**src/hdl/hrl_pkg.sv**
```systemverilog
`default_nettype none

package hrl_pkg;

  // record buffer size in bytes; only whole 32-bit words are kept
  localparam int RECORD_BYTES = 64;
  localparam int WORD_DEPTH   = RECORD_BYTES / 4;
  localparam int WADDR_W      = (WORD_DEPTH > 1) ? $clog2(WORD_DEPTH) : 1;
  localparam int WNX_W        = WADDR_W + 1;
  localparam int WCNT_W       = $clog2(WORD_DEPTH + 1);

  localparam logic [31:0] KEY_RESET = 32'h1234_5600;

  // configuration port
  localparam int PADDR_W = 3;
  localparam logic [PADDR_W-3:0] REG_EXPECTED_KEY = '0;

  // record type codes as they appear on the wire
  localparam logic [7:0] TYPE_BYTE_DATA  = 8'h00;
  localparam logic [7:0] TYPE_BYTE_UPPER = 8'h04;
  localparam logic [7:0] TYPE_BYTE_END   = 8'h05;
  localparam logic [7:0] TYPE_BYTE_KEY   = 8'h06;

  typedef enum logic [2:0] {
    REC_DATA    = 3'd0,
    REC_UPPER   = 3'd4,
    REC_KEY     = 3'd6,
    REC_UNKNOWN = 3'd7
  } rec_type_e;

  typedef enum logic [2:0] {
    ST_UPLOADING    = 3'd0,
    ST_SUCCESS      = 3'd1,
    ST_CSUM_FAIL    = 3'd2,
    ST_KEY_MISMATCH = 3'd3,
    ST_LEN_ERR      = 3'd4
  } status_e;

  typedef enum logic [2:0] {
    PH_COUNT = 3'd0,
    PH_OFFH  = 3'd1,
    PH_OFFL  = 3'd2,
    PH_TYPE  = 3'd3,
    PH_DATA  = 3'd4,
    PH_SUM   = 3'd5
  } phase_e;

  typedef enum logic [1:0] {
    SEQ_IDLE     = 2'd0,
    SEQ_WORD_RD  = 2'd1,
    SEQ_WORD_OUT = 2'd2,
    SEQ_STAT_OUT = 2'd3
  } seq_e;

  typedef struct packed {
    logic    take;        // byte accepted (skipped or parsed)
    logic    parse;       // byte accepted and parsed
    phase_e  phase;       // record field the byte belongs to
    status_e status;      // report to latch for this byte
    logic    key_set;     // key record verified
    logic    word_start;  // load word burst base and count
    logic    word_rd;     // read the current word from the buffer
    logic    word_next;   // advance to the next word
    logic    word_sel;    // output shows a word write
  } dp_cmd_t;

  typedef struct packed {
    logic      is_end;     // incoming byte is the end record type
    logic      count_zero;
    logic      count_over;
    logic      sum_zero;   // running sum plus byte is zero
    logic      key_match;
    logic      key_ok;
    rec_type_e rec_type;
    logic      data_done;  // this byte is the last data byte
    logic      has_words;
    logic      last_word;
  } dp_stat_t;

endpackage

`default_nettype wire

```
**src/hdl/hrl_ram.sv**
```systemverilog
`default_nettype none

module hrl_ram #(
  parameter int WIDTH = 32,
  parameter int DEPTH = 16,
  localparam int AW = (DEPTH > 1) ? $clog2(DEPTH) : 1
) (
  input  logic             clk_i,
  input  logic             we_i,
  input  logic [AW-1:0]    waddr_i,
  input  logic [WIDTH-1:0] wdata_i,
  input  logic             re_i,
  input  logic [AW-1:0]    raddr_i,
  output logic [WIDTH-1:0] rdata_o
);

  logic [WIDTH-1:0] mem_q [DEPTH];
  logic [WIDTH-1:0] rdata_q;

  always_ff @(posedge clk_i) begin
    if (we_i) begin
      mem_q[waddr_i] <= wdata_i;
    end
    if (re_i) begin
      rdata_q <= mem_q[raddr_i];
    end
  end

  assign rdata_o = rdata_q;

endmodule

`default_nettype wire

```
**src/hdl/hrl_datapath.sv**
```systemverilog
`default_nettype none

module hrl_datapath (
  input  logic              clk_i,
  input  logic              rst_ni,
  input  hrl_pkg::dp_cmd_t  cmd_i,
  input  logic [7:0]        rx_byte_i,
  input  logic              cfg_we_i,
  input  logic [31:0]       cfg_wdata_i,
  output logic [31:0]       expected_key_o,
  output hrl_pkg::dp_stat_t stat_o,
  output logic [2:0]        status_o,
  output logic [31:0]       write_address_o,
  output logic [31:0]       write_data_o
);

  logic [31:0]                  expected_key_q;
  logic [7:0]                   byte_index_q;
  logic [7:0]                   byte_count_q;
  hrl_pkg::rec_type_e           record_type_q;
  logic [15:0]                  offset_q;
  logic [15:0]                  upper_q;
  logic [7:0]                   sum_q;
  logic [31:0]                  key_acc_q;
  logic                         key_ok_q;
  logic [23:0]                  partial_q;
  logic [31:0]                  wbase_q;
  logic [hrl_pkg::WADDR_W-1:0]  wcnt_q;
  logic [hrl_pkg::WCNT_W-1:0]   nwords_q;
  logic [2:0]                   status_q;

  logic [7:0]                   sum_next;
  logic [31:0]                  key_sum;
  logic [8:0]                   index_next;
  logic                         store_en;
  logic [5:0]                   widx;
  logic [hrl_pkg::WNX_W-1:0]    wcnt_next;
  logic                         ram_we;
  logic [31:0]                  ram_rdata;

  assign sum_next   = sum_q + rx_byte_i;
  assign key_sum    = key_acc_q + {24'h00_0000, rx_byte_i};
  assign index_next = {1'b0, byte_index_q} + 9'd1;
  assign store_en   = {1'b0, byte_index_q} < 9'(hrl_pkg::RECORD_BYTES);
  assign widx       = byte_index_q[7:2];
  assign wcnt_next  = {1'b0, wcnt_q} + hrl_pkg::WNX_W'(1);

  always_comb begin
    stat_o.is_end     = (rx_byte_i == hrl_pkg::TYPE_BYTE_END);
    stat_o.count_zero = (byte_count_q == 8'h00);
    stat_o.count_over = ({1'b0, byte_count_q} > 9'(hrl_pkg::RECORD_BYTES));
    stat_o.sum_zero   = (sum_next == 8'h00);
    stat_o.key_match  = (key_acc_q == expected_key_q);
    stat_o.key_ok     = key_ok_q;
    stat_o.rec_type   = record_type_q;
    stat_o.data_done  = (index_next >= {1'b0, byte_count_q});
    stat_o.has_words  = (byte_count_q[7:2] != 6'd0);
    stat_o.last_word  = (wcnt_next == hrl_pkg::WNX_W'(nwords_q));
  end

  // a word goes to the buffer once its fourth byte arrives
  assign ram_we = cmd_i.parse && (cmd_i.phase == hrl_pkg::PH_DATA) && store_en &&
                  (byte_index_q[1:0] == 2'b11);

  hrl_ram #(
    .WIDTH (32),
    .DEPTH (hrl_pkg::WORD_DEPTH)
  ) u_ram (
    .clk_i   (clk_i),
    .we_i    (ram_we),
    .waddr_i (widx[hrl_pkg::WADDR_W-1:0]),
    .wdata_i ({rx_byte_i, partial_q}),
    .re_i    (cmd_i.word_rd),
    .raddr_i (wcnt_q),
    .rdata_o (ram_rdata)
  );

  always_ff @(posedge clk_i or negedge rst_ni) begin
    if (!rst_ni) begin
      expected_key_q <= hrl_pkg::KEY_RESET;
      byte_index_q   <= 8'h00;
      byte_count_q   <= 8'h00;
      record_type_q  <= hrl_pkg::REC_UNKNOWN;
      offset_q       <= 16'h0000;
      upper_q        <= 16'h0000;
      sum_q          <= 8'h00;
      key_acc_q      <= 32'h0000_0000;
      key_ok_q       <= 1'b0;
      wcnt_q         <= '0;
      nwords_q       <= '0;
    end else begin
      if (cfg_we_i) begin
        expected_key_q <= cfg_wdata_i;
      end
      if (cmd_i.parse) begin
        unique case (cmd_i.phase)
          hrl_pkg::PH_COUNT: begin
            byte_count_q <= rx_byte_i;
            sum_q        <= rx_byte_i;
            byte_index_q <= 8'h00;
          end
          hrl_pkg::PH_OFFH: begin
            sum_q    <= sum_next;
            offset_q <= {rx_byte_i, 8'h00};
          end
          hrl_pkg::PH_OFFL: begin
            sum_q         <= sum_next;
            offset_q[7:0] <= rx_byte_i;
          end
          hrl_pkg::PH_TYPE: begin
            if (stat_o.is_end) begin
              // end record clears the whole upload context
              byte_index_q  <= 8'h00;
              byte_count_q  <= 8'h00;
              record_type_q <= hrl_pkg::REC_UNKNOWN;
              offset_q      <= 16'h0000;
              sum_q         <= 8'h00;
              upper_q       <= 16'h0000;
              key_acc_q     <= 32'h0000_0000;
              key_ok_q      <= 1'b0;
            end else begin
              sum_q <= sum_next;
              priority if (rx_byte_i == hrl_pkg::TYPE_BYTE_DATA) begin
                record_type_q <= hrl_pkg::REC_DATA;
              end else if (rx_byte_i == hrl_pkg::TYPE_BYTE_UPPER) begin
                record_type_q <= hrl_pkg::REC_UPPER;
                upper_q       <= 16'h0000;
              end else if (rx_byte_i == hrl_pkg::TYPE_BYTE_KEY) begin
                record_type_q <= hrl_pkg::REC_KEY;
                key_acc_q     <= 32'h0000_0000;
              end else begin
                record_type_q <= hrl_pkg::REC_UNKNOWN;
              end
            end
          end
          hrl_pkg::PH_DATA: begin
            sum_q        <= sum_next;
            byte_index_q <= index_next[7:0];
            if (record_type_q == hrl_pkg::REC_UPPER) begin
              upper_q <= {upper_q[7:0], rx_byte_i};
            end else if (record_type_q == hrl_pkg::REC_KEY) begin
              key_acc_q <= {key_sum[23:0], 8'h00};
            end
          end
          hrl_pkg::PH_SUM: begin
            byte_index_q  <= 8'h00;
            byte_count_q  <= 8'h00;
            record_type_q <= hrl_pkg::REC_UNKNOWN;
            offset_q      <= 16'h0000;
            sum_q         <= 8'h00;
            if (cmd_i.key_set) begin
              key_ok_q <= 1'b1;
            end
          end
          default: begin
            sum_q <= sum_q;
          end
        endcase
      end
      if (cmd_i.word_start) begin
        nwords_q <= hrl_pkg::WCNT_W'(byte_count_q[7:2]);
        wcnt_q   <= '0;
      end else if (cmd_i.word_next) begin
        wcnt_q <= wcnt_next[hrl_pkg::WADDR_W-1:0];
      end
    end
  end

  // payload registers
  always_ff @(posedge clk_i) begin
    if (cmd_i.parse && (cmd_i.phase == hrl_pkg::PH_DATA)) begin
      partial_q <= {rx_byte_i, partial_q[23:8]};
    end
    if (cmd_i.word_start) begin
      wbase_q <= {upper_q, offset_q};
    end else if (cmd_i.word_next) begin
      wbase_q <= wbase_q + 32'd4;
    end
    if (cmd_i.take) begin
      status_q <= cmd_i.status;
    end
  end

  assign expected_key_o  = expected_key_q;
  assign status_o        = cmd_i.word_sel ? hrl_pkg::ST_UPLOADING : status_q;
  assign write_address_o = cmd_i.word_sel ? wbase_q : 32'h0000_0000;
  assign write_data_o    = cmd_i.word_sel ? ram_rdata : 32'h0000_0000;

endmodule

`default_nettype wire

```
**src/hdl/hrl_ctrl.sv**
```systemverilog
`default_nettype none

module hrl_ctrl (
  input  logic              clk_i,
  input  logic              rst_ni,
  input  logic              in_valid_i,
  output logic              in_ready_o,
  output logic              out_valid_o,
  input  logic              out_ready_i,
  input  hrl_pkg::dp_stat_t stat_i,
  output hrl_pkg::dp_cmd_t  cmd_o
);

  hrl_pkg::seq_e   seq_q, seq_d;
  hrl_pkg::phase_e phase_q, phase_d;
  logic [1:0]      skip_q, skip_d;
  logic            accept;

  always_ff @(posedge clk_i or negedge rst_ni) begin
    if (!rst_ni) begin
      seq_q   <= hrl_pkg::SEQ_IDLE;
      phase_q <= hrl_pkg::PH_COUNT;
      skip_q  <= 2'd2;
    end else begin
      seq_q   <= seq_d;
      phase_q <= phase_d;
      skip_q  <= skip_d;
    end
  end

  assign in_ready_o = (seq_q == hrl_pkg::SEQ_IDLE);
  assign accept     = in_ready_o && in_valid_i;

  always_comb begin
    seq_d       = seq_q;
    phase_d     = phase_q;
    skip_d      = skip_q;
    out_valid_o = 1'b0;
    cmd_o       = '0;
    cmd_o.phase = phase_q;

    unique case (seq_q)
      hrl_pkg::SEQ_IDLE: begin
        if (accept) begin
          cmd_o.take = 1'b1;
          seq_d      = hrl_pkg::SEQ_STAT_OUT;
          if (skip_q != 2'd0) begin
            skip_d       = skip_q - 2'd1;
            cmd_o.status = hrl_pkg::ST_UPLOADING;
          end else begin
            cmd_o.parse = 1'b1;
            unique case (phase_q)
              hrl_pkg::PH_COUNT: phase_d = hrl_pkg::PH_OFFH;
              hrl_pkg::PH_OFFH:  phase_d = hrl_pkg::PH_OFFL;
              hrl_pkg::PH_OFFL:  phase_d = hrl_pkg::PH_TYPE;
              hrl_pkg::PH_TYPE: begin
                if (stat_i.is_end) begin
                  phase_d      = hrl_pkg::PH_COUNT;
                  skip_d       = 2'd2;
                  cmd_o.status = hrl_pkg::ST_SUCCESS;
                end else if (stat_i.count_zero) begin
                  phase_d = hrl_pkg::PH_SUM;
                end else begin
                  phase_d = hrl_pkg::PH_DATA;
                end
              end
              hrl_pkg::PH_DATA: begin
                if (stat_i.data_done) begin
                  phase_d = hrl_pkg::PH_SUM;
                end
              end
              hrl_pkg::PH_SUM: begin
                phase_d = hrl_pkg::PH_COUNT;
                skip_d  = 2'd1;
                priority if (stat_i.count_over) begin
                  cmd_o.status = hrl_pkg::ST_LEN_ERR;
                end else if (!stat_i.sum_zero) begin
                  cmd_o.status = hrl_pkg::ST_CSUM_FAIL;
                end else if (stat_i.rec_type == hrl_pkg::REC_KEY) begin
                  if (stat_i.key_match) begin
                    cmd_o.key_set = 1'b1;
                    cmd_o.status  = hrl_pkg::ST_SUCCESS;
                  end else begin
                    cmd_o.status = hrl_pkg::ST_KEY_MISMATCH;
                  end
                end else if (stat_i.rec_type == hrl_pkg::REC_DATA) begin
                  cmd_o.status = hrl_pkg::ST_SUCCESS;
                  if (stat_i.key_ok && stat_i.has_words) begin
                    cmd_o.word_start = 1'b1;
                    seq_d            = hrl_pkg::SEQ_WORD_RD;
                  end
                end else if (stat_i.rec_type == hrl_pkg::REC_UPPER) begin
                  cmd_o.status = hrl_pkg::ST_SUCCESS;
                end else begin
                  cmd_o.status = hrl_pkg::ST_UPLOADING;
                end
              end
              default: phase_d = hrl_pkg::PH_COUNT;
            endcase
          end
        end
      end
      hrl_pkg::SEQ_WORD_RD: begin
        cmd_o.word_rd = 1'b1;
        seq_d         = hrl_pkg::SEQ_WORD_OUT;
      end
      hrl_pkg::SEQ_WORD_OUT: begin
        out_valid_o    = 1'b1;
        cmd_o.word_sel = 1'b1;
        if (out_ready_i) begin
          if (stat_i.last_word) begin
            seq_d = hrl_pkg::SEQ_STAT_OUT;
          end else begin
            cmd_o.word_next = 1'b1;
            seq_d           = hrl_pkg::SEQ_WORD_RD;
          end
        end
      end
      hrl_pkg::SEQ_STAT_OUT: begin
        out_valid_o = 1'b1;
        if (out_ready_i) begin
          seq_d = hrl_pkg::SEQ_IDLE;
        end
      end
    endcase
  end

endmodule

`default_nettype wire

```
**src/hdl/hex_record_loader_core.sv**
```systemverilog
`default_nettype none

// channel     dir  handshake                      payload
// s_axis      in   s_axis_tvalid / s_axis_tready  tdata: rx_byte
// m_axis      out  m_axis_tvalid / m_axis_tready  tdata, tuser: kind, tlast: last
// apb config  in   psel & penable, pready = 1     expected_key at byte address 0
//
// a byte that yields only a status report is accepted, then the report goes out
// a checksum byte of a keyed data record with n words is accepted, then each word
//   is read from the word buffer ram and output, then the status report goes out
// one transaction at a time through the output registers; stalls on m_axis
//   hold the output and keep s_axis_tready low
// rst_ni is asynchronous, active low; the word buffer needs no clearing pass,
//   words are only read back from the record that wrote them

module hex_record_loader_core (
  input  logic                        clk_i,
  input  logic                        rst_ni,
  // byte stream in
  input  logic                        s_axis_tvalid,
  output logic                        s_axis_tready,
  input  logic [7:0]                  s_axis_tdata,   // [7:0] rx_byte
  // result stream out
  output logic                        m_axis_tvalid,
  input  logic                        m_axis_tready,
  // [2:0] status, [34:3] write_address, [66:35] write_data, [71:67] zero
  output logic [71:0]                 m_axis_tdata,
  output logic                        m_axis_tuser,   // [0] kind
  output logic                        m_axis_tlast,
  // configuration
  input  logic                        psel,
  input  logic                        penable,
  input  logic                        pwrite,
  input  logic [hrl_pkg::PADDR_W-1:0] paddr,
  input  logic [31:0]                 pwdata,
  output logic [31:0]                 prdata,
  output logic                        pready
);

  hrl_pkg::dp_cmd_t  cmd;
  hrl_pkg::dp_stat_t stat;
  logic              cfg_hit;
  logic              cfg_we;
  logic [31:0]       expected_key;
  logic [2:0]        status;
  logic [31:0]       write_address;
  logic [31:0]       write_data;

  // apb decode, register index from the word address
  assign pready  = 1'b1;
  assign cfg_hit = (paddr[hrl_pkg::PADDR_W-1:2] == hrl_pkg::REG_EXPECTED_KEY);
  assign cfg_we  = psel && penable && pwrite && pready && cfg_hit;
  assign prdata  = cfg_hit ? expected_key : 32'h0000_0000;

  // record parser and output sequencing
  hrl_ctrl u_ctrl (
    .clk_i       (clk_i),
    .rst_ni      (rst_ni),
    .in_valid_i  (s_axis_tvalid),
    .in_ready_o  (s_axis_tready),
    .out_valid_o (m_axis_tvalid),
    .out_ready_i (m_axis_tready),
    .stat_i      (stat),
    .cmd_o       (cmd)
  );

  // record fields, checksum, key, upper address and the word buffer
  hrl_datapath u_datapath (
    .clk_i           (clk_i),
    .rst_ni          (rst_ni),
    .cmd_i           (cmd),
    .rx_byte_i       (s_axis_tdata),
    .cfg_we_i        (cfg_we),
    .cfg_wdata_i     (pwdata),
    .expected_key_o  (expected_key),
    .stat_o          (stat),
    .status_o        (status),
    .write_address_o (write_address),
    .write_data_o    (write_data)
  );

  // word writes carry kind 1 and are never last; the status report closes the byte
  assign m_axis_tuser = cmd.word_sel;
  assign m_axis_tlast = !cmd.word_sel;
  assign m_axis_tdata = {5'b00000, write_data, write_address, status};

endmodule

`default_nettype wire

```
**config.mk**
```make
export PLATFORM = sky130hd
export DESIGN_NAME = hex_record_loader_core
export DESIGN_NICKNAME = d
export VERILOG_FILES = /design/src/hdl/hrl_pkg.sv /design/src/hdl/hrl_ram.sv /design/src/hdl/hrl_datapath.sv /design/src/hdl/hrl_ctrl.sv /design/src/hdl/hex_record_loader_core.sv
export SDC_FILE = /design/constraint.sdc
export NUM_CORES = 1
export LEC_CHECK = 0
export BUFFER_PORTS_ARGS = -buffer_cell sky130_fd_sc_hd__buf_2
export CORE_UTILIZATION = 45
export DETAILED_ROUTE_END_ITERATION = 6
export HOLD_SLACK_MARGIN = 0.08
export SYNTH_ARGS = -nofsm -noshare
export SYNTH_HDL_FRONTEND = slang
export SYNTH_SLANG_ARGS = --single-unit
```
**constraint.sdc**
```tcl
create_clock -name clk_i -period 7.6 [get_ports clk_i]
set_input_delay 1.52 -clock clk_i [delete_from_list [all_inputs] [get_ports clk_i]]
set_output_delay 1.52 -clock clk_i [all_outputs]
set_load 0.005 [all_outputs]
```
## Word level (Yosys, flattened, before mapping)

Memory sizes are Yosys's and may differ from the RTL's. A register that Yosys moved wholly into a read port is not among the register bits.
Cells that the tools add are included.

| cells by class | value |
|---|---|
| order comparisons | 3 |
| eq/ne operators | 30 |
| bitwise logic cells | 4 |
| $add $sub $neg | 6 |
| multiplexer cells | 84 |
| reduce and logical (&&, ||, !) cells | 43 |

Operators with widths:

| cell | count |
|---|---|
| $mux 32 | 11 |
| $pmux 8 s3 | 4 |
| $mux 16 | 5 |
| $pmux 32 s2 | 1 |
| $mux 2 | 24 |
| $add 32x3->32 const B | 1 |
| $eq 32x32->1 | 1 |
| $pmux 16 s2 | 1 |
| $pmux 8 s4 | 1 |
| $add 24x8->24 | 1 |
| $eq 8x3->1 const B | 3 |
| $logic_not 8->1 | 3 |
| $mux 3 | 8 |
| $mux 1 | 19 |
| $mux 8 | 2 |
| $pmux 3 s5 | 1 |
| $reduce_and 3->1 | 5 |
| $reduce_bool 3->1 | 5 |
| $ne 2x2->1 const B | 7 |
| $eq 3x3->1 const B | 4 |
| $pmux 3 s2 | 2 |
| $reduce_and 4->1 | 3 |
| $add 8x1->9 const B | 1 |
| $ge 9x8->1 | 1 |
| other kinds (30) | 56 |

| word-level totals | value |
|---|---|
| bits in registers | 199 |
| RAM bits | 512 |
| memories | 1 |
| output and inout bits | 109 |

Memories:

| name | depth | width | read ports | clocked after memory_dff | wr ports | line | text |
|---|---|---|---|---|---|---|---|
| u_datapath.u_ram.mem_q | 16 | 32 | 1 | 1 | 1 | hrl_ram.sv:17 | `logic [WIDTH-1:0] mem_q [DEPTH];` |

## Logic depth before layout (Yosys ltp)

Gate-level depths: netlist of the first run.

| depth | value |
|---|---|
| depth in word-level cells | 13 |
| depth in mapped cells | 11 |
| depth with buffers taken out | 10 |

## Modules after synthesis

From an unflattened synthesis of the first run, not the netlist that was laid out.

| unflattened totals | value |
|---|---|
| cell total of the unflattened synthesis | 1841 |
| area total of the unflattened synthesis | 30441.7 um^2 |

Modules (own cells, without submodules):

| module | cells each | area an instance (um^2) | times used |
|---|---|---|---|
| hrl_ram | 838 | 20155.6 | 1 |
| hrl_datapath | 898 | 9442.8 | 1 |
| hrl_ctrl | 60 | 554.3 | 1 |
| hex_record_loader_core | 45 | 289.0 | 1 |

## Least setup slack after synthesis of the first run

Ideal clock, no wire load.

| timing path | value |
|---|---|
| kind | in2reg |
| start | in s_axis_tvalid |
| end | mem u_datapath.u_ram.mem_q[2][0] (enable) |
| arrival time | 6.136 ns |
| setup slack | 1.003 ns |
| data required time | 7.139 ns |
| stages | 8 |
| setup time | 0.461 ns |
| path through | or3b_1 -> clkbuf_1 -> inv_1 -> nand2_1 -> nor2_1 -> and3_1 -> nand3b_1 -> nor3_1 |

| between the ends | value |
|---|---|
| word-level cells in the longest chain between the ends | 8 |

RTL lines:

| what | line | text |
|---|---|---|
| start: declaration | hex_record_loader_core.sv:20 | `input logic s_axis_tvalid,` |
| $logic_and 1x1->1 | hrl_ctrl.sv:32 | `assign accept = in_ready_o && in_valid_i;` |
| $mux 2 | hrl_ctrl.sv:44 | `if (accept) begin` |
| $mux 2 | hrl_ctrl.sv:42 | `unique case (seq_q)` |
| $logic_and 1x1->1 (3 in series) | hrl_datapath.sv:62 | `assign ram_we = cmd_i.parse && (cmd_i.phase == hrl_pkg::PH_DATA) && store_en &&` |
| $mux 1 | hrl_ram.sv:21 | `if (we_i) begin` |
| $mux 1 (implied by the code) | hrl_ram.sv:22 | `mem_q[waddr_i] <= wdata_i;` |
| end: declaration | hrl_ram.sv:17 |  |

Every way passes these cells.

## Worst setup path in the final report of the first run

| timing path | value |
|---|---|
| start | in s_axis_tdata[1] |
| end | reg u_datapath.wbase_q[3] (enable) |

| between the ends | value |
|---|---|
| word-level cells in the longest chain between the ends | 9 |

RTL lines:

| what | line | text |
|---|---|---|
| start: declaration | hex_record_loader_core.sv:22 | `input logic [7:0] s_axis_tdata,` |
| $add 8x8->8 | hrl_datapath.sv:41 | `assign sum_next = sum_q + rx_byte_i;` |
| $logic_not 8->1 | hrl_datapath.sv:52 | `stat_o.sum_zero = (sum_next == 8'h00);` |
| $mux 2 | hrl_ctrl.sv:77 | `end else if (!stat_i.sum_zero) begin` |
| $mux 2 | hrl_ctrl.sv:75 | `priority if (stat_i.count_over) begin` |
| $mux 2 | hrl_ctrl.sv:52 | `unique case (phase_q)` |
| $mux 2 | hrl_ctrl.sv:47 | `if (skip_q != 2'd0) begin` |
| $mux 2 | hrl_ctrl.sv:44 |  |
| $mux 2 | hrl_ctrl.sv:42 |  |
| $reduce_bool 2->1 (no source line) | -- |  |
| end signal: assignment | hrl_datapath.sv:175 | `wbase_q <= {upper_q, offset_q};` |
| end signal: assignment | hrl_datapath.sv:177 | `wbase_q <= wbase_q + 32'd4;` |
| end: declaration | hrl_datapath.sv:27 | `logic [31:0] wbase_q;` |

Every way passes these cells.
A chain may end at the register's enable or synchronous reset.

==> results of run 1 <==
[worst max-delay path, delay by kind of cell]
family                   cells  cell delay [ps]
AO/OA/AOI/OAI                2              850
buffers and inverters        1              530
adder cells (fa/ha/maj)      1              370
AND/OR/NAND/NOR              4             1770
[cell families after synthesis]
family,share of synthesized area [%]
AO/OA/AOI/OAI,6.199
XOR/XNOR,2.014
adder cells (fa/ha/maj),0.7941
buffers and inverters,2.204
flip-flops,69.38
multiplexers,12.35
other,0.02432
AND/OR/NAND/NOR,7.033
[placed cells by master (no fill, tap or decap), drive strengths merged, types with 34 or more instances in the layout]
cell type / synthesis / final
edfxtp: 603 / 603
buf: 33 / 189
o21ai: 128 / 128
dfrtp: 119 / 119
mux2: 110 / 110
nand2: 107 / 107
mux2i: 104 / 104
clkbuf: 74 / 98
and2: 75 / 75
mux4: 64 / 64
inv: 54 / 57
nand3: 56 / 56
nor2: 47 / 47
a21oi: 45 / 45
a22oi: 39 / 39
nor2b: 38 / 38
xor2: 37 / 37
xnor2: 34 / 34
[routing by layer]
layer | vias up | wire [µm]
met3 | 109 | 3556
li1 | 7871 | -
met1 | 8785 | 30780
met5 | - | 0
met4 | 0 | 1632
met2 | 435 | 35430
[flip-flops by register name (all words and copies together), names as in the netlist, 3 cells and up]
register                   count
u_datapath.status_q            3
u_datapath.nwords_q            5
u_datapath.key_acc_q          24
u_datapath.sum_q               8
u_datapath.wcnt_q              4
u_datapath.upper_q            16
u_datapath.u_ram.mem_q       512
u_datapath.record_type_q       3
u_datapath.byte_index_q        8
u_datapath.wbase_q            32
u_datapath.expected_key_o     32
u_datapath.partial_q          24
u_datapath.byte_count_q        8
u_datapath.u_ram.rdata_o      32
u_datapath.offset_q           16
u_ctrl.phase_q                 3
[report_power, final]
part / switching (mW) / internal (mW)
Clock: 1.54 / 2.21
Sequential: 0.484 / 4.79
Combinational: 1.69 / 1.42
Total: 3.72 / 8.42
[through the flow]
step                      util (%)  cells  worst slack (ps)  power (mW)
after floorplan                  -   1977              1003       7.440
after global placement       48.45   2932              2132       8.461
after detailed placement     48.45   2932              2100       8.517
after CTS                    52.18   3071              2725       12.29
after global routing         52.18   3071              2571       12.77
final                        52.19   3072              2709       12.14
[layout make-up]
| class | instances | area (µm²) |
|---|---|---|
| fill | 5595 | 32280 |
| sequential | 735 | 21440 |
| multi-input combinational | 1081 | 8930 |
| clock buffer | 98 | 2120 |
| tap | 873 | 1092 |
| timing repair buffer | 189 | 1050 |
| clock inverter | 41 | 399.1 |
| inverter | 54 | 202.7 |
| antenna | 1 | 2.502 |
[worst paths after layout]
check                      depth (start not counted)              startpoint                             to
max                                                8         s_axis_tdata[1]          u_datapath.wbase_q[3]
min                                                2  u_datapath.upper_q[15]         u_datapath.upper_q[15]
max reg2reg                                        9         u_ctrl.seq_q[1]  u_datapath.u_ram.mem_q[6][13]
min reg2reg                                        2  u_datapath.upper_q[15]         u_datapath.upper_q[15]
max in group asynchronous                          2                  rst_ni       u_datapath.key_acc_q[30]
min in group asynchronous                          1                  rst_ni          u_datapath.upper_q[3]
==> results.ini, run 1 <==
[run_status]
status = complete, no violations

[sta]
max_freq_ghz = 0.2045
whs_ps = 486.4
tns_ps = 0
layout_min_cycle_time_ps = 4891
setup_viol = 0
post-route-period-util_pct = 64.35
slew_viol_final = 0
rsz0062_at_grt = no
finClkSkew_ps = 25.02
tightest_slew_ps = 1088
relSlewSlack_pct = 27.48
hold_viol_final = 0

[place]
port_buffers = 150
place_area_um2 = 32710
hpwl_mm = 40.86
gp_congestion = 0.8245

[synth]
synth_cells = 1973
synth_cell_type_count = 75
async_flop_share_pct = 17.96
synth_most_common_cell = edfxtp_1
syn_avg_cell_area_um2 = 15.65
seq_area_frac_synth_pct = 69.38
ys_ff_latch = 735
synth_warnings = 0
yosys.area.top_type_share_pct = 58.63
synth_ff_type = edfxtp_1
synthTopCellsByCount = edfxtp_1, o21ai_0, dfrtp_1
synth_top_area_cell = edfxtp_1
synth_enable_flop_cells = 603
synth_area_leaders = edfxtp_1, dfrtp_1, mux4_2, mux2i_1, mux2_2
netlist_area_um2 = 30880

[clock_tree]
cts_buffers = 78
postCtsHoldBufs = 0
clock_latency_ps = 620
cts.sinks = 735
cts-root-buf = clkbuf_16
cts_max_level = 3
cts_tree = done
post_cts_resized = 0
clk_pin_slew_worst_paths_ps = 60
cts.path.max_buffers = 3
postCtsSetupRepairBufs = 0

[floorplan]
chipHeight_um = 264.0
initial_utilization_pct = 45.74
die_area_um2 = 69680
rows = 95
core_um2 = 67510
die_x_um = 264.0
io_pins = 159

[global_route]
busiest_layer = met2
use_met1_pct = 28.04
use_met2_pct = 34.50
grt_pass1_wl_mm = 108.5
grt.overflow.total = 0
use_met3_pct = 3.169
grt_max_degree = 69
first_global_vias = 17700
antenna_found_initial = 1
track_usage_pct = 20.71

[route]
drt_iter0_markers = 1108
antenna_left = 0
viasPerCell = 5.599
drcViolationCount = 0
first_pass_iters = 5
detailroute.via_count = 17200
wirelength_mm = 71.40
wl_per_cell_um = 23.24

[worst_setup_path]
worstPathCellList = buf_2 -> ha_1 -> a211oi_2 -> nor4b_1 -> or3_1 -> a2111oi_4 -> and3_1 -> or2_2
cp.arrival_ps = 5120
required_ps = 7830
path_max_fanout = 30
cpPeakStageDelay_ps = 740
cpMaxStageDelayCell = or2_2
crit_type = primary input to flop
crit_path_end_kind = flop
worst-r2r-setup-slack_ps = 3400
cp-start-kind = primary input

[power]
vdd_ir_drop_max_mv = 0.2586
power_leakage_nw = 12.81
power.density_nw_per_um2 = 344.6

[finish]
area_growth_pct = 14.09
design_area_um2 = 35230
num-nets-final = 2208
drive_gt1_share_pct = 23.98

[worst_hold_path]
hold_path.class = flop to flop

[flow_run]
maxCapViolCount = 0

(Power assumes the default switching activity.)
==> run 2, diff against run 1 <==
==> constraint.sdc (replaced) <==
create_clock -name clk_i -period 4.6 [get_ports clk_i]
set_input_delay 0.92 -clock clk_i [delete_from_list [all_inputs] [get_ports clk_i]]
set_output_delay 0.92 -clock clk_i [all_outputs]
set_load 0.005 [all_outputs]
==> run 2 against run 1 <==
Compared with the run above: non-clock buffer count up 12; clock skew up 5.4 ps; combinational power up 71%; core utilization up 0.70 points; power up 68%; clock power up 71%.
==> results.ini, run 2 (synthesis results as in run 1) <==
[run_status]
status = complete, no violations

[finish]
drive_gt1_share_pct = 24.47  ; +0.49 points
largest_reg_flops = 512  ; unchanged
antenna_cells = 0  ; -1
regMostFlops = u_datapath.u_ram.mem_q
mostFrequentLayoutCells = edfxtp_1, buf_2, o21ai_0
area_growth_pct = 15.61
num-fill-cells = 5544  ; -0.91%
final_common_cell = edfxtp_1
num-nets-final = 2221  ; +0.59%
utilization_pct = 52.88  ; +0.70 points
stdcell_count = 3084  ; +0.39%
design_area_um2 = 35700  ; +1.3%

[place]
dp.cells = 2944  ; +0.41%
place_area_um2 = 33080  ; +1.1%
port_buffers = 150  ; unchanged
hpwl_mm = 41.41  ; +1.3%
gp_congestion = 0.8372  ; +1.5%
pre_cts_slack_ps = 143.9  ; -1956 ps

[clock_tree]
cts_tree = done
cts-root-buf = clkbuf_16
post_cts_resized = 0  ; unchanged
cts_max_level = 3  ; unchanged
postCtsSetupRepairBufs = 0  ; unchanged
postCtsHoldBufs = 0  ; unchanged
cts.path.max_buffers = 3  ; unchanged
cts.sinks = 735  ; unchanged
clk_pin_slew_worst_paths_ps = 60  ; about the same
clock_latency_ps = 630  ; about the same
cts_buffers = 79  ; +1.3%

[floorplan]
initial_utilization_pct = 45.74  ; unchanged
io_pins = 159  ; unchanged
core_um2 = 67510  ; unchanged
chipHeight_um = 264.0  ; unchanged
die_x_um = 264.0  ; unchanged
rows = 95  ; unchanged
die_area_um2 = 69680  ; unchanged

[worst_setup_path]
crit_path_end_kind = output port
crit_start = u_ctrl.seq_q[1]
required_ps = 3680  ; -4150 ps
cp.arrival_ps = 2980  ; -2140 ps
r2r_start = u_datapath.sum_q[0]
cp-start-kind = flop
path_max_fanout = 39  ; +30%
crit_type = flop to output port

[worst_hold_path]
hold_path.class = primary input to asynchronous set/reset pin

[global_route]
grt_pass1_wl_mm = 108.9  ; +0.38%
antenna_found_initial = 1  ; unchanged
first_global_vias = 17590  ; -0.61%
track_usage_pct = 20.88  ; +0.16 points
grt_max_degree = 102  ; +48%
grt.overflow.total = 0  ; unchanged

[sta]
rsz0062_at_grt = no
tightest_slew_ps = 929.9  ; -158.0 ps
finClkSkew_ps = 30.41  ; +5.395 ps
post-route-period-util_pct = 84.86
hold_viol_final = 0  ; unchanged
max_freq_ghz = 0.2562
slew_viol_final = 0  ; unchanged
layout_min_cycle_time_ps = 3903
worst_slack_ps = 696.6  ; -2013 ps
relSlewSlack_pct = 38.01  ; +11 points
setup_viol = 0  ; unchanged

[route]
wl_met2_mm = 36.07  ; +1.8%
wl_met3_mm = 3.190  ; -10%
wirelength_mm = 72.27  ; +1.2%
viasPerCell = 5.621  ; +0.39%
wl_per_cell_um = 23.43  ; +0.82%
first_pass_iters = 5  ; unchanged
drcViolationCount = 0  ; unchanged
drt_iter0_markers = 1229  ; +11%
antenna_left = 0  ; unchanged
detailroute.via_count = 17340  ; +0.78%
top_layer = met5
drt-met1-wl_mm = 31.26  ; +1.6%

[flow_run]
maxCapViolCount = 0  ; unchanged

[power]
power_leakage_nw = 12.98  ; +1.3%
power_mw = 20.34  ; +68%
vdd_ir_drop_max_mv = 0.3941  ; +52%
power.density_nw_per_um2 = 569.7  ; +65%

## run 2: cell count changes in the layout (fill, tap and decap cells not counted), sizes merged
cell	delta
bufinv	+3
diode	-1
clkbuf	+3
inv	+1
clkinvlp	-6
buf	+12
## run 2: cell type report
cell class | instances | area, µm² | area share [%]
clock buffers | 101 | 2132 | 5.971
repair buffers | 201 | 1390 | 3.893
inverters | 54 | 202.7 | 0.5677
clock inverters | 39 | 494.2 | 1.384
well taps | 873 | 1092 | 3.059
flip-flops and latches | 735 | 21440 | 60.04
multi-input cells | 1081 | 8956 | 25.08
## run 2: worst paths after layout
kind / endpoint / slack [ps] / cells after the start
worst max-delay path: m_axis_tdata[3] / 700 / 5
worst min-delay path: u_datapath.upper_q[8] / 300 / 1
worst max register to register: u_datapath.wbase_q[3] / 860 / 8
worst min register to register: u_datapath.sum_q[4] / 490 / 2
max in group asynchronous: u_datapath.expected_key_o[21] / 3320 / 2
min in group clk_i: u_datapath.sum_q[4] / 490 / 2
## run 2: power by group
part | switching, mW | leakage (nW) | total, mW | internal [mW]
Clock | 2.54 | 1.29 | 6.40 | 3.85
Sequential | 0.707 | 7.06 | 8.62 | 7.92
Combinational | 2.92 | 4.63 | 5.32 | 2.40
## run 2: metrics by stage
stage	hold slack [ps]	TNS [ps]
global placement	470.1	0
global route	331.8	0
detailed placement	485.4	0
finish	296.7	0
floorplan	450.0	-432.8
CTS	295.1	0
## run 2: routing by layer
layer	vias up	global-route usage (%)
met5	-	0
met4	2	6.160
met3	106	3.039
met2	460	35.14
met1	8853	28.16
li1	7914	-
## run 2: worst max-delay path: stages (launching register included)
cell,delay (ps)
dfrtp_1,590
nand2b_1,380
inv_2,630
buf_4,400
and2_1,190
buf_2,130
==> run 3, diff against run 2 <==
--- a/config.mk
+++ b/config.mk
@@ -5,6 +5,7 @@
 export SDC_FILE = /design/constraint.sdc
 export NUM_CORES = 1
 export LEC_CHECK = 0
+export ABC_AREA = 1
 export BUFFER_PORTS_ARGS = -buffer_cell sky130_fd_sc_hd__buf_2
 export CORE_UTILIZATION = 45
 export DETAILED_ROUTE_END_ITERATION = 6
==> constraint.sdc (replaced) <==
create_clock -name clk_i -period 3.5 [get_ports clk_i]
set_input_delay 0.7 -clock clk_i [delete_from_list [all_inputs] [get_ports clk_i]]
set_output_delay 0.7 -clock clk_i [all_outputs]
set_load 0.005 [all_outputs]
==> run 3 against run 2 <==
Compared with the run above: sequential cell count unchanged; clock power increased by 24%; first-iteration DRC count increased by 76%; synthesized cell count increased by 43%; critical path depth increased by 1; clock skew increased by 18 ps; die area increased by 1.0%; critical endpoint is now m_axis_tdata[54]; sequential share of layout area decreased by 0.25 points; largest power group unchanged; count of clock-buffer cells in the layout decreased by 1; critical path type unchanged.
==> results.ini, run 3 <==
[route]
wirelength_mm = 82.27  ; +14%
antenna_left = 0  ; unchanged
wl_per_cell_um = 20.77  ; -11%
drt_iter0_markers = 2166  ; +76%
detailroute.via_count = 21590  ; +25%
viasPerCell = 5.451  ; -3.0%
first_pass_iters = 5  ; unchanged
drcViolationCount = 0  ; unchanged

[synth]
yosys.area.top_type_share_pct = 58.03  ; -0.60 points
synth_area_leaders = edfxtp_1, dfrtp_1, nand2_1, nor2_1, o21ai_0
seq_area_frac_synth_pct = 68.67  ; -0.71 points
synth_cell_type_count = 48  ; -36%
synth_enable_flop_cells = 603  ; unchanged
syn_avg_cell_area_um2 = 11.10  ; -29%
synth_warnings = 0  ; unchanged
synth_top_area_cell = edfxtp_1
async_flop_share_pct = 17.96  ; unchanged
synth_ff_type = edfxtp_1
synth_cells = 2812  ; +43%
netlist_area_um2 = 31200  ; +1.0%
synthTopCellsByCount = edfxtp_1, nand2_1, nor2_1
synth_most_common_cell = edfxtp_1
ys_ff_latch = 735  ; unchanged

[worst_hold_path]
hold_depth = 3
hold_path.class = primary input to flop
min_to = u_datapath.expected_key_o[25]
min-delay-start = pwdata[25]

[finish]
mostFrequentLayoutCells = edfxtp_1, nand2_1, nor2_1
regMostFlops = u_datapath.u_ram.mem_q
antenna_cells = 0  ; unchanged
largest_reg_flops = 512  ; unchanged
utilization_pct = 52.27  ; -0.62 points
design_area_um2 = 35850  ; +0.40%
area_growth_pct = 14.89
drive_gt1_share_pct = 13.47  ; -11 points
final_common_cell = edfxtp_1
num-nets-final = 3036  ; +37%

[floorplan]
initial_utilization_pct = 45.49  ; -0.25 points
die_area_um2 = 70390  ; +1.0%
chipHeight_um = 265.3  ; +0.51%
rows = 96  ; +1.1%
die_x_um = 265.3  ; +0.51%
io_pins = 159  ; unchanged
core_um2 = 68590  ; +1.6%

[power]
power.density_nw_per_um2 = 752.8  ; +32%
power_leakage_nw = 13.67  ; +5.3%
power_mw = 26.99  ; +33%
vdd_ir_drop_max_mv = 0.5027  ; +28%

[sta]
post-route-period-util_pct = 90.86
hold_viol_final = 0  ; unchanged
relSlewSlack_pct = 26.94  ; -11 points
slew_viol_final = 0  ; unchanged
setup_viol = 0  ; unchanged
rsz0062_at_grt = no
tightest_slew_ps = 1096  ; +166.0 ps
tns_ps = 0  ; unchanged
layout_min_cycle_time_ps = 3180
finClkSkew_ps = 48.26  ; +17.85 ps
max_freq_ghz = 0.3144

[clock_tree]
clock_latency_ps = 650  ; +20 ps
postCtsHoldBufs = 1  ; +1
clk_pin_slew_worst_paths_ps = 60  ; about the same
cts.path.max_buffers = 3  ; unchanged
post_cts_resized = 0  ; unchanged
postCtsSetupRepairBufs = 0  ; unchanged
cts.sinks = 735  ; unchanged
cts_tree = done
cts_max_level = 3  ; unchanged
cts_buffers = 78  ; -1.3%
cts-root-buf = clkbuf_16

[global_route]
grt_pass1_wl_mm = 123.6  ; +14%
first_global_vias = 20560  ; +17%
grt_max_degree = 203  ; +99%
track_usage_pct = 23.26  ; +2.4 points
antenna_found_initial = 0  ; -1
grt.overflow.total = 0  ; unchanged

[worst_setup_path]
cp-start-kind = flop
reg2reg_to = u_datapath.wbase_q[17]
required_ps = 2800  ; -880 ps
worst-r2r-setup-slack_ps = 590  ; -270 ps
r2r_start = u_datapath.sum_q[0]
crit_path_end_kind = output port
cp.arrival_ps = 2480  ; -500 ps
r2r_cells = 11  ; +3
crit_type = flop to output port
path_max_fanout = 36  ; -7.7%

[run_status]
status = complete, no violations

[place]
port_buffers = 150  ; unchanged
place_area_um2 = 33350  ; +0.83%
gp_congestion = 0.8584  ; +2.5%
hpwl_mm = 48.20  ; +16%

[flow_run]
maxCapViolCount = 0  ; unchanged

## run 3: changes by cell type after synthesis, sizes merged, moves of 64 or more
cell / delta
mux2i: -104
o21ai: +105
a21oi: +84
mux2: -110
inv: +158
mux4: -64
nand2: +439
and2: -75
nor2: +345
## run 3: power by group
part | leakage [nW] | internal, mW | switching [mW]
clock network | 1.21 | 4.51 | 3.45
logic | 5.41 | 2.38 | 5.33
registers | 7.04 | 10.6 | 0.752
total | 13.7 | 17.5 | 9.53
## run 3: how the worst max path moves through the flow
stage | from | to | slack, ps | depth (start not counted)
after global placement | s_axis_tdata[0] | u_datapath.status_q[1] | 230 | 11
final | u_ctrl.seq_q[1] | m_axis_tdata[54] | 320 | 6
after global routing | u_ctrl.seq_q[1] | m_axis_tdata[57] | 160 | 6
after CTS | u_ctrl.seq_q[1] | m_axis_tdata[49] | 310 | 6
after detailed placement | s_axis_tdata[0] | u_datapath.wbase_q[17] | 200 | 12
after floorplan | s_axis_tvalid | u_datapath.u_ram.mem_q[0][0] | -20 | 8
## run 3: stage by stage
stage	worst slack [ps]	std cells	hold WS (ps)
2_1_floorplan	-17.38	2816	404.4
5_1_grt	161.9	3961	301.3
3_5_place_dp	203.7	3817	475.1
4_1_cts	309.1	3961	261.3
6_report	319.8	3961	303.7
3_3_place_gp	229.7	3817	466.1
## run 3: per-layer routing
layer	vias up	track usage [%]	wire, µm
li1	10120	-	-
met1	10640	33.38	36920
met2	700	36.25	38040
met3	138	3.370	5067
met4	0	8.124	2246
met5	-	0	0
## run 3: final cells by class
type | instances | area, µm²
tap | 931 | 1165
clock inverter | 43 | 387.9
sequential | 735 | 21430
timing repair buffer | 222 | 1475
fill | 5981 | 32740
multi-input combinational | 1717 | 8483
inverter | 213 | 805.8
clock buffer | 100 | 2097
## run 3: cell families after synthesis
logic type | after synthesis | share of synthesized area, %
AO/OA/AOI/OAI | 498 | 9.227
buffers and inverters | 364 | 4.636
XOR/XNOR | 48 | 1.347
flip-flops | 735 | 68.67
other | 2 | 0.02407
adder cells (fa/ha/maj) | 19 | 0.7860
AND/OR/NAND/NOR | 1146 | 15.31
## run 3: critical path, cell delays in order, from the launching register on
cell,delay [ps]
dfrtp_1,500
inv_1,110
nor2_1,340
inv_2,330
buf_12,280
nor2_1,120
buf_2,120
